File: src/design/assert_macros.svh
// Assertion macros shared by the spatial word histogram RTL.
`ifndef ASSERT_MACROS_SVH
`define ASSERT_MACROS_SVH
`ifndef SYNTHESIS
`define SWH_ASSERT(label, clk, rst, prop) \
   label: assert property (@(posedge clk) disable iff (rst) prop) \
      else $error("assertion failed");
`define SWH_NEVER(label, clk, rst, cond) \
   label: assert property (@(posedge clk) disable iff (rst) !(cond)) \
      else $error("forbidden condition seen");
`else
`define SWH_ASSERT(label, clk, rst, prop)
`define SWH_NEVER(label, clk, rst, cond)
`endif
`endif

File: src/design/swh_pkg.sv
// Types, widths and codes shared by the spatial word histogram unit.
package swh_pkg;

   localparam int OPCODE_W     = 2;
   localparam int POS_W        = 17;
   localparam int WORD_W       = 10;
   localparam int WEIGHT_W     = 24;
   localparam int BIN_W        = 14;
   localparam int VALUE_W      = 32;
   localparam int COUNT_W      = 24;
   localparam int GRID_RES_W   = 3;
   localparam int VOCAB_SIZE_W = 11;
   localparam int CSR_INDEX_W  = 2;
   localparam int CSR_DATA_W   = 11;

   localparam int DEF_MAX_VOCAB = 1024;
   localparam int DEF_MAX_RES   = 4;

   localparam logic [GRID_RES_W-1:0]   GRID_RES_RESET   = GRID_RES_W'(1);
   localparam logic [VOCAB_SIZE_W-1:0] VOCAB_SIZE_RESET = VOCAB_SIZE_W'(1024);
   localparam logic [COUNT_W-1:0]      COUNT_MAX        = '1;

   typedef enum logic [OPCODE_W-1:0] {
      OP_ACCUM = 2'd0,
      OP_READ  = 2'd1,
      OP_CLEAR = 2'd2
   } opcode_type;

   typedef enum logic [CSR_INDEX_W-1:0] {
      CSR_GRID_RES   = 2'd0,
      CSR_VOCAB_SIZE = 2'd1,
      CSR_NORMALIZE  = 2'd2
   } csr_index_type;

   typedef enum logic [2:0] {
      ST_IDLE,
      ST_COORD,
      ST_CELL,
      ST_ADDR,
      ST_READ,
      ST_MODIFY,
      ST_DIVIDE,
      ST_CLEAR
   } state_type;

endpackage

File: src/design/swh_div.sv
// Bit-serial restoring divider for normalized bin reads.
module swh_div
   import swh_pkg::*;
(
   input  logic               clock,
   input  logic               reset,
   input  logic               start,
   input  logic [VALUE_W-1:0] dividend,
   input  logic [COUNT_W-1:0] divisor,
   output logic               done,
   output logic [VALUE_W-1:0] quotient
);

   localparam int STEP_W = $clog2(VALUE_W);

   logic               active_ff;
   logic               done_ff;
   logic [STEP_W-1:0]  step_ff;
   logic [COUNT_W-1:0] rem_ff;
   logic [COUNT_W-1:0] rem_in;
   logic [VALUE_W-1:0] quo_ff;
   logic [VALUE_W-1:0] quo_in;
   logic [COUNT_W-1:0] div_ff;
   logic [COUNT_W:0]   trial;
   logic               take;

   // one quotient bit per cycle, MSB first
   always_comb begin
      trial  = {rem_ff, quo_ff[VALUE_W-1]};
      take   = trial >= {1'b0, div_ff};
      rem_in = take ? COUNT_W'(trial - {1'b0, div_ff}) : trial[COUNT_W-1:0];
      quo_in = {quo_ff[VALUE_W-2:0], take};
   end

   always_ff @(posedge clock) begin
      if (reset) begin
         active_ff <= 1'b0;
         done_ff   <= 1'b0;
         step_ff   <= '0;
      end else begin
         done_ff <= !start && active_ff && (step_ff == STEP_W'(VALUE_W - 1));
         if (start) begin
            active_ff <= 1'b1;
            step_ff   <= '0;
         end else if (active_ff) begin
            step_ff <= step_ff + STEP_W'(1);
            if (step_ff == STEP_W'(VALUE_W - 1)) begin
               active_ff <= 1'b0;
            end
         end
      end
   end

   always_ff @(posedge clock) begin
      if (start) begin
         rem_ff <= '0;
         quo_ff <= dividend;
         div_ff <= divisor;
      end else if (active_ff) begin
         rem_ff <= rem_in;
         quo_ff <= quo_in;
      end
   end

   assign done     = done_ff;
   assign quotient = quo_ff;

endmodule

File: config.mk
export PLATFORM = sky130hd
export DESIGN_NAME = swh_div
export DESIGN_NICKNAME = d
export VERILOG_FILES = /design/src/design/assert_macros.svh /design/src/design/swh_pkg.sv /design/src/design/swh_div.sv
export SDC_FILE = /design/constraint.sdc
export NUM_CORES = 1
export LEC_CHECK = 0
export BUFFER_PORTS_ARGS = -buffer_cell sky130_fd_sc_hd__buf_4
export CELL_PAD_IN_SITES_DETAIL_PLACEMENT = 1
export CELL_PAD_IN_SITES_GLOBAL_PLACEMENT = 1
export CORE_UTILIZATION = 43
export CTS_CLUSTER_DIAMETER = 150
export CTS_CLUSTER_SIZE = 28
export DETAILED_ROUTE_END_ITERATION = 12
export GPL_TIMING_DRIVEN = 1
export HOLD_SLACK_MARGIN = 0.05
export PLACE_DENSITY_LB_ADDON = 0.3
export SKIP_CTS_REPAIR_TIMING = 1
export SYNTH_ARGS = -nofsm -noshare
export SYNTH_HDL_FRONTEND = slang
export SYNTH_SLANG_ARGS = --single-unit
File: constraint.sdc
create_clock -name clock -period 2.87 [get_ports clock]
set_input_delay 0 -clock clock [delete_from_list [all_inputs] [get_ports clock]]
set_output_delay 0 -clock clock [all_outputs]
set_load 0.02 [all_outputs]
# After elaboration in Yosys (flattened, before gate mapping)
# Cells that the tools add are included.
# totals
regBits,87
latch_bits,0
ramBits,0
rom_bits,0
inputBits,59
output_inout_bits,33
elab_cells,21
n_memories,0
# op_classes
n_addsub,2
multipliers,0
div_mod_pow,0
order_cmp,1
n_eq_ne,1
shift,0
mux,6
bitwise,0
n_reduce_logical,5
# ops
operator,n
$mux W32,2
$ge A25 B24 Y1,1
$mux W24,1
$sub A24 B24 Y24,1
$add A5 B1 Y5 const B,1
$eq A5 B5 Y1 const B,1
$mux W1,3
$logic_and A1 B1 Y1,2
$reduce_bool A2 Y1,1
$reduce_or A2 Y1,1
$logic_not A1 Y1,1

# Logic depth before layout (Yosys ltp)
# Gate-level depths: netlist (run 1).
# logic_depth
depth_word,4
mapped_depth,13
ltp_nobuf,11

# Worst setup path before layout (run 1)
# OpenSTA, ideal clock, no wires.
# synth_timing
kind,register to register
from,register quo_ff[31] (netlist: quotient[31])
to,register rem_ff[22]
setup_time_ps,133
arrival_ps,2549
t_required_ps,2737
setup_slack_ps,188
path_stages_with_launch,12
n_path_buf,0
synth_period_minus_slack_ps,2682
cell_sequence,edfxtp_1 > inv_1 > ha_1 > fa_1 > nor2b_4 > o31a_1 > o41a_1 > a211oi_2 > nor3_1 > a221oi_2 > mux2i_1 > a21oi_1
# synth_via
elab_chain_len,2
elab_cells_between_ends,3
classes_between,add/sub (1); order compare (1); mux (1)
# synth_lines
item,line_no,text
start: declaration,swh_div.sv:21,logic [VALUE_W-1:0] quo_ff;
start signal: assignment,swh_div.sv:57,quo_ff <= dividend;
start signal: assignment,swh_div.sv:61,quo_ff <= quo_in;
$sub A24 B24 Y24 or $ge A25 B24 Y1 (tied branches),"swh_div.sv:31, swh_div.sv:30",
$mux W24 (*),swh_div.sv:31,"rem_in = take ? COUNT_W'(trial - {1'b0, div_ff}) : trial[COUNT_W-1:0];"
end signal: assignment,swh_div.sv:60,rem_ff <= rem_in;
end: declaration,swh_div.sv:19,logic [COUNT_W-1:0] rem_ff;
# Every way passes the cells marked *; elsewhere a longest branch is shown, timed or not.
# A chain may end at the register's enable or synchronous reset.

# Worst setup path after layout (run 1)
# Same ends and word-level chain as after synthesis.

==> results of run 1 <==
==> worst paths after layout <==
| check | from | to | slack, ns | depth (start not counted) |
|---|---|---|---|---|
| worst min register to register | rem_ff[13]$_SDFFE_PP0P_ | rem_ff[13]$_SDFFE_PP0P_ | 0.51 | 2 |
| worst max register to register | quotient[31]$_DFFE_PP_ | rem_ff[22]$_SDFFE_PP0P_ | -0.01 | 11 |
| worst max-delay path | quotient[31]$_DFFE_PP_ | rem_ff[22]$_SDFFE_PP0P_ | -0.01 | 11 |
| worst min-delay path | start | div_ff[4]$_DFFE_PP_ | 0.06 | 1 |
==> kinds of logic after synthesis <==
| group | after synthesis |
|---|---|
| xor gates and xnor gates | 20 |
| buffers and inverters | 53 |
| muxes | 44 |
| AOI/OAI and AO/OA | 106 |
| and+or+nand+nor | 113 |
| adders and majority gates | 27 |
| DFF | 87 |
==> state kept, by name (all words and copies together), names as in the netlist <==
register / cells
quotient: 32
div_ff: 24
rem_ff: 24
step_ff: 5
active_ff: 1
done: 1
==> cell usage in the layout, fill, tap and decap left out, types with 2 or more instances in the layout <==
cell type,instances
a211o_1,3
a211oi_1,19
a21o_1,11
a21oi_1,33
a311oi_1,2
a31oi_1,2
and3_1,4
buf_4,94
clkbuf_1,2
clkbuf_8,10
clkinv_2,2
dfxtp_1,31
dlygate4sd3_1,57
edfxtp_1,56
ha_1,26
inv_1,33
mux2_2,31
mux2i_1,13
nand2_1,22
nand2b_1,4
nand3_1,5
nand4_1,5
nand4b_1,2
nor2_1,52
nor2b_1,2
nor3_1,7
nor3b_1,2
o211ai_1,2
o21a_1,2
o21ai_0,15
o31a_1,2
o31ai_1,2
or2_2,2
xnor2_1,14
xor2_1,6
==> power by group through the flow <==
stage          combinational (mW)  sequential [mW]  clock [mW]
2_1_floorplan               0.554             1.60           0
5_1_grt                      1.08             1.55       0.847
3_5_place_dp                0.893             1.56           0
6_report                    0.991             1.54       0.809
4_1_cts                     0.901             1.53       0.796
3_3_place_gp                0.863             1.55           0
==> area by class of cell <==
type | count | area [sq um]
fill | 1147 | 4480
sequential | 87 | 2300
multi-input combinational | 310 | 2250
timing repair buffer | 152 | 1300
tap | 140 | 175
clock buffer | 12 | 145
inverter | 33 | 124
clock inverter | 4 | 21.3
==> Yosys cell counts (5+ instances only) <==
| library cell | n | area, sq um |
|---|---|---|
| a211oi_1 | 19 | 143 |
| a21o_1 | 11 | 82.6 |
| a21oi_1 | 33 | 165 |
| clkbuf_1 | 16 | 60.1 |
| dfxtp_1 | 31 | 621 |
| edfxtp_1 | 56 | 1680 |
| ha_1 | 26 | 325 |
| inv_1 | 33 | 124 |
| mux2_2 | 31 | 349 |
| mux2i_1 | 13 | 130 |
| nand2_1 | 22 | 82.6 |
| nand3_1 | 5 | 25.0 |
| nand4_1 | 5 | 31.3 |
| nor2_1 | 52 | 195 |
| nor3_1 | 7 | 35.0 |
| o21ai_0 | 15 | 75.1 |
| xnor2_1 | 14 | 123 |
| xor2_1 | 6 | 52.6 |
==> worst max-delay path, delay by kind of cell, from the launching register on <==
kind / cells / cell delay [ns]
flip-flops: 1 / 0.44
buffers and inverters: 1 / 0.09
multiplexers: 1 / 0.22
AND/OR/NAND/NOR: 2 / 0.18
adder cells (fa/ha/maj): 2 / 0.45
AO/OA/AOI/OAI: 5 / 1.37
==> layer usage <==
layer	part of all wire, %	up-vias
li1	-	1921
met1	42	1951
met2	51	107
met3	4.6	22
met4	2.1	0
met5	0	-
==> metrics by stage <==
| step | instances | util (%) |
|---|---|---|
| after CTS | 681 | 53.2 |
| after global placement | 665 | 51.6 |
| after floorplan | 450 | - |
| after global routing | 738 | 58.5 |
| final | 738 | 58.5 |
| after detailed placement | 665 | 51.6 |
==> results.toml, run 1 <==
[yosys]
async_flop_share_pct = 0
yosysUniqueCellTypes = 52
syn_inst = 450
synthMuxAreaShare_pct = 10.1
synth_xor_area_share_pct = 3.69
synth_fa_ha_area_share_pct = 7.27
synth_compound_area_share_pct = 14.9
synthFlopType = "edfxtp_1"
synth-simple-area-share_pct = 11.2
syn_area_sq_um = 4750
synth_edf_count = 56
synth_top_family_by_area = "compound AO/OA/AOI/OAI gates"
syn_area_per_cell_sq_um = 10.6
yosys_warnings = 0
yosysSeqAreaShare_pct = 48.5
syn_nets = 536
ys_ff_latch = 87

[cts]
clockBufferDepth = 2
cts_sinks = 87
cts-root-buf = "clkbuf_8"
clk_latency_ns = 0.37
path_clk_slew_ns = 0.09
h-tree-depth = 3
cts_tree = "yes"
cts_buffers = 9

[grt]
top_usage_layer = "met2"
antenna_found_initial = 0
use_met2_pct = 37.7
grt_max_degree = 51
grt_pass1_wl_um = 18800
use_met1_pct = 23.8
grt_pass1_vias = 3940
grt_overflow_total = 0
grt_use_met3_pct = 6.69
track_usage_pct = 21.2

[route]
post_drt_wl_per_cell_um = 19.2
via_count = 4001
postRouteAntennaNets = 0
drt_iter0_drc = 144
routed_wl_um = 14200
drc_errors = 0
vias_per_cell = 5.42
first_pass_iters = 4

[worst_setup_path]
worst_setup_path_end_kind = "flip-flop"
critPathRequiredTime_ns = 3.12
cpPeakStageDelay_ns = 0.44
cpMaxStageDelayCell = "edfxtp_1"
arrival_ns = 3.13
path_class = "reg2reg"
critPathLaunchType = "flip-flop"
worstPathCellList = "inv_1 -> ha_1 -> fa_1 -> nor2b_4 -> o31a_1 -> o41a_1 -> a211oi_2 -> nor3_1 -> a221oi_2 -> mux2i_1 -> a21oi_1"
worst-path-max-fanout = 4

[floorplan]
core-area_sq_um = 10800
fp.dieH_um = 107
die_area_sq_um = 11500
std_cell_rows = 38
die_w_um = 107
num_io_pins = 92
start_util_pct = 44.0

[sta]
worst_slack_ns = -0.0143
finalCritPeriodShare_pct = 100
setup_viol_count_final = 1
fmax_mhz = 347
finClkSkew_ns = 0.0143
rsz0062_at_grt = "yes"
worst_slew_pin_slew_ns = 0.805
max-slew-margin-rel_pct = 46.3
maxSlewViolCount = 0
whs_ns = 0.0615
hold_viol_final = 0
setup_tns_ns = -0.0143
fin_crit_ns = 2.88

[power]
p_switching_mw = 1.09
p_comb_share_pct = 29.7
sw_frac_of_total_pct = 32.7
ir_drop_v = 0.000278
power_frac_seq_pct = 46.1
powerDensity_nw_per_um2 = 529
leakage_nw = 2.75
clockPowerShare_pct = 24.2
intPower_mw = 2.25
total_power_mw = 3.34

[status]
status = "complete, but fails checks"
violations = "setup timing"

[layout]
layout-drive-gt1-share_pct = 24.9
nNetsFinal = 679
final_area_sq_um = 6320
syn_to_final_growth_pct = 33.0
n_antenna_cell = 0

[placement]
dpl.hpwl_um = 8420
placed_cell_area_sq_um = 5570
post-place-ws_ns = 0.0402
io_buffer_count = 91
globalplace.congestion = 0.789

[worst_hold_path]
hold_class = "in2reg"

[job]
max_cap_violations = 0
(Power assumes the default switching activity.)
==> inputs of run 2 (changes only) <==
==> constraint.sdc (replaced) <==
create_clock -name clock -period 2.87 [get_ports clock]
set_input_delay 0.1435 -clock clock [delete_from_list [all_inputs] [get_ports clock]]
set_output_delay 0.1435 -clock clock [all_outputs]
set_load 0.02 [all_outputs]
==> results.toml, run 2 (synthesis gave the netlist of run 1 again) <==
[sta]
worst_slew_pin_slew_ns = 0.765
maxSlewViolCount = 0
fin_crit_ns = 2.79
finClkSkew_ns = 0.0119
fmax_mhz = 358
setup_viol_count_final = 0
whs_ns = 0.0734
finalCritPeriodShare_pct = 97.2
max-slew-margin-rel_pct = 49.0
rsz0062_at_grt = "yes"
hold_viol_final = 0

[floorplan]
std_cell_rows = 38
start_util_pct = 44.0
core-area_sq_um = 10800
die_w_um = 107
num_io_pins = 92
die_area_sq_um = 11500
fp.dieH_um = 107

[job]
max_cap_violations = 0

[placement]
numPlacedInstances = 665
dpl.hpwl_um = 8220
globalplace.congestion = 0.791
placed_cell_area_sq_um = 5570
io_buffer_count = 91

[grt]
grt_pass1_vias = 4005
antenna_found_initial = 0
grt_max_degree = 51
grt_pass1_wl_um = 18800
grt_overflow_total = 0
track_usage_pct = 21.2

[layout]
syn_to_final_growth_pct = 28.5
nNetsFinal = 653
final_cell_mix = "buf_4 (96), edfxtp_1 (56), nor2_1 (52)"
largest_reg_flops = 32
n_antenna_cell = 0
final_area_sq_um = 6100
fin_util_pct = 56.6
final_common_cell = "buf_4"
layout-drive-gt1-share_pct = 26.9
final_cell_count_no_fill = 712

[cts]
cts-root-buf = "clkbuf_8"
cts_buffers = 9
cts_sinks = 87
clk_latency_ns = 0.37
path_clk_slew_ns = 0.10
clockBufferDepth = 2
h-tree-depth = 3
cts_tree = "yes"

[route]
via_count = 3826
routed_wl_um = 11900
drt_iter0_drc = 113
first_pass_iters = 5
drc_errors = 0
vias_per_cell = 5.37
post_drt_wl_per_cell_um = 16.8
postRouteAntennaNets = 0

[worst_hold_path]
hold_class = "in2reg"

[worst_setup_path]
critPathLaunchType = "flip-flop"
path_class = "reg2reg"
worst-path-max-fanout = 4
arrival_ns = 3.04
worst_setup_path_end_kind = "flip-flop"
critPathRequiredTime_ns = 3.12

[power]
powerDensity_nw_per_um2 = 564
leakage_nw = 2.68
total_power_mw = 3.44
ir_drop_v = 0.000333

[status]
status = "finished clean"
[run 2: cell count changes in the layout (fill, tap and decap cells not counted), moves of 2 or more]
cell / change
inv_6: +2
buf_4: +2
dlygate4sd3_1: -28
bufinv_16: +2
[run 2: stage by stage]
step	setup TNS (ns)	worst slack, ns
global route	-0.114	-0.104
floorplan	0	0.188
detailed placement	0	0.0332
CTS	0	0.0159
global placement	0	0.179
finish	0	0.0791
[run 2: routing by layer]
| metal | routed length [um] | track usage [%] | vias to the layer above |
|---|---|---|---|
| met1 | 5020 | 23.8 | 1848 |
| met5 | 0 | 0 | - |
| met2 | 5990 | 37.4 | 99 |
| met3 | 731 | 7.11 | 13 |
| met4 | 195 | 7.05 | 0 |
| li1 | - | - | 1866 |
[run 2: cell type report]
| class | instances | area (sq um) |
|---|---|---|
| well taps | 140 | 175 |
| fillers | 1176 | 4690 |
| flip-flops and latches | 87 | 2300 |
| multi-input cells | 310 | 2250 |
| repair buffers | 126 | 1030 |
| clock buffers | 10 | 128 |
| clock inverters | 6 | 91.3 |
| inverters | 33 | 124 |
[run 2: worst max-delay path: stages (launching register included)]
cell      delay (ns)
edfxtp_1        0.42
inv_1           0.08
ha_1            0.19
fa_2            0.25
nor2b_4         0.05
o31a_1          0.27
o41a_1          0.41
a211oi_2        0.28
nor3_1          0.11
a221oi_2        0.30
mux2i_1         0.20
a21oi_1         0.08
[run 2: final timing paths]
kind / start / to / slack, ns / cells past startpoint
min reg2reg: rem_ff[1]$_SDFFE_PP0P_ / rem_ff[1]$_SDFFE_PP0P_ / 0.50 / 2
min: dividend[25] / quotient[25]$_DFFE_PP_ / 0.07 / 2
max reg2reg: quotient[31]$_DFFE_PP_ / rem_ff[22]$_SDFFE_PP0P_ / 0.08 / 11
max: quotient[31]$_DFFE_PP_ / rem_ff[22]$_SDFFE_PP0P_ / 0.08 / 11
[run 2: power breakdown]
part           leakage, nW  total, mW  internal [mW]  switching [mW]
registers            0.811       1.53           1.46          0.0680
clock network        0.111      0.976          0.498           0.478
logic                 1.76      0.938          0.434           0.504
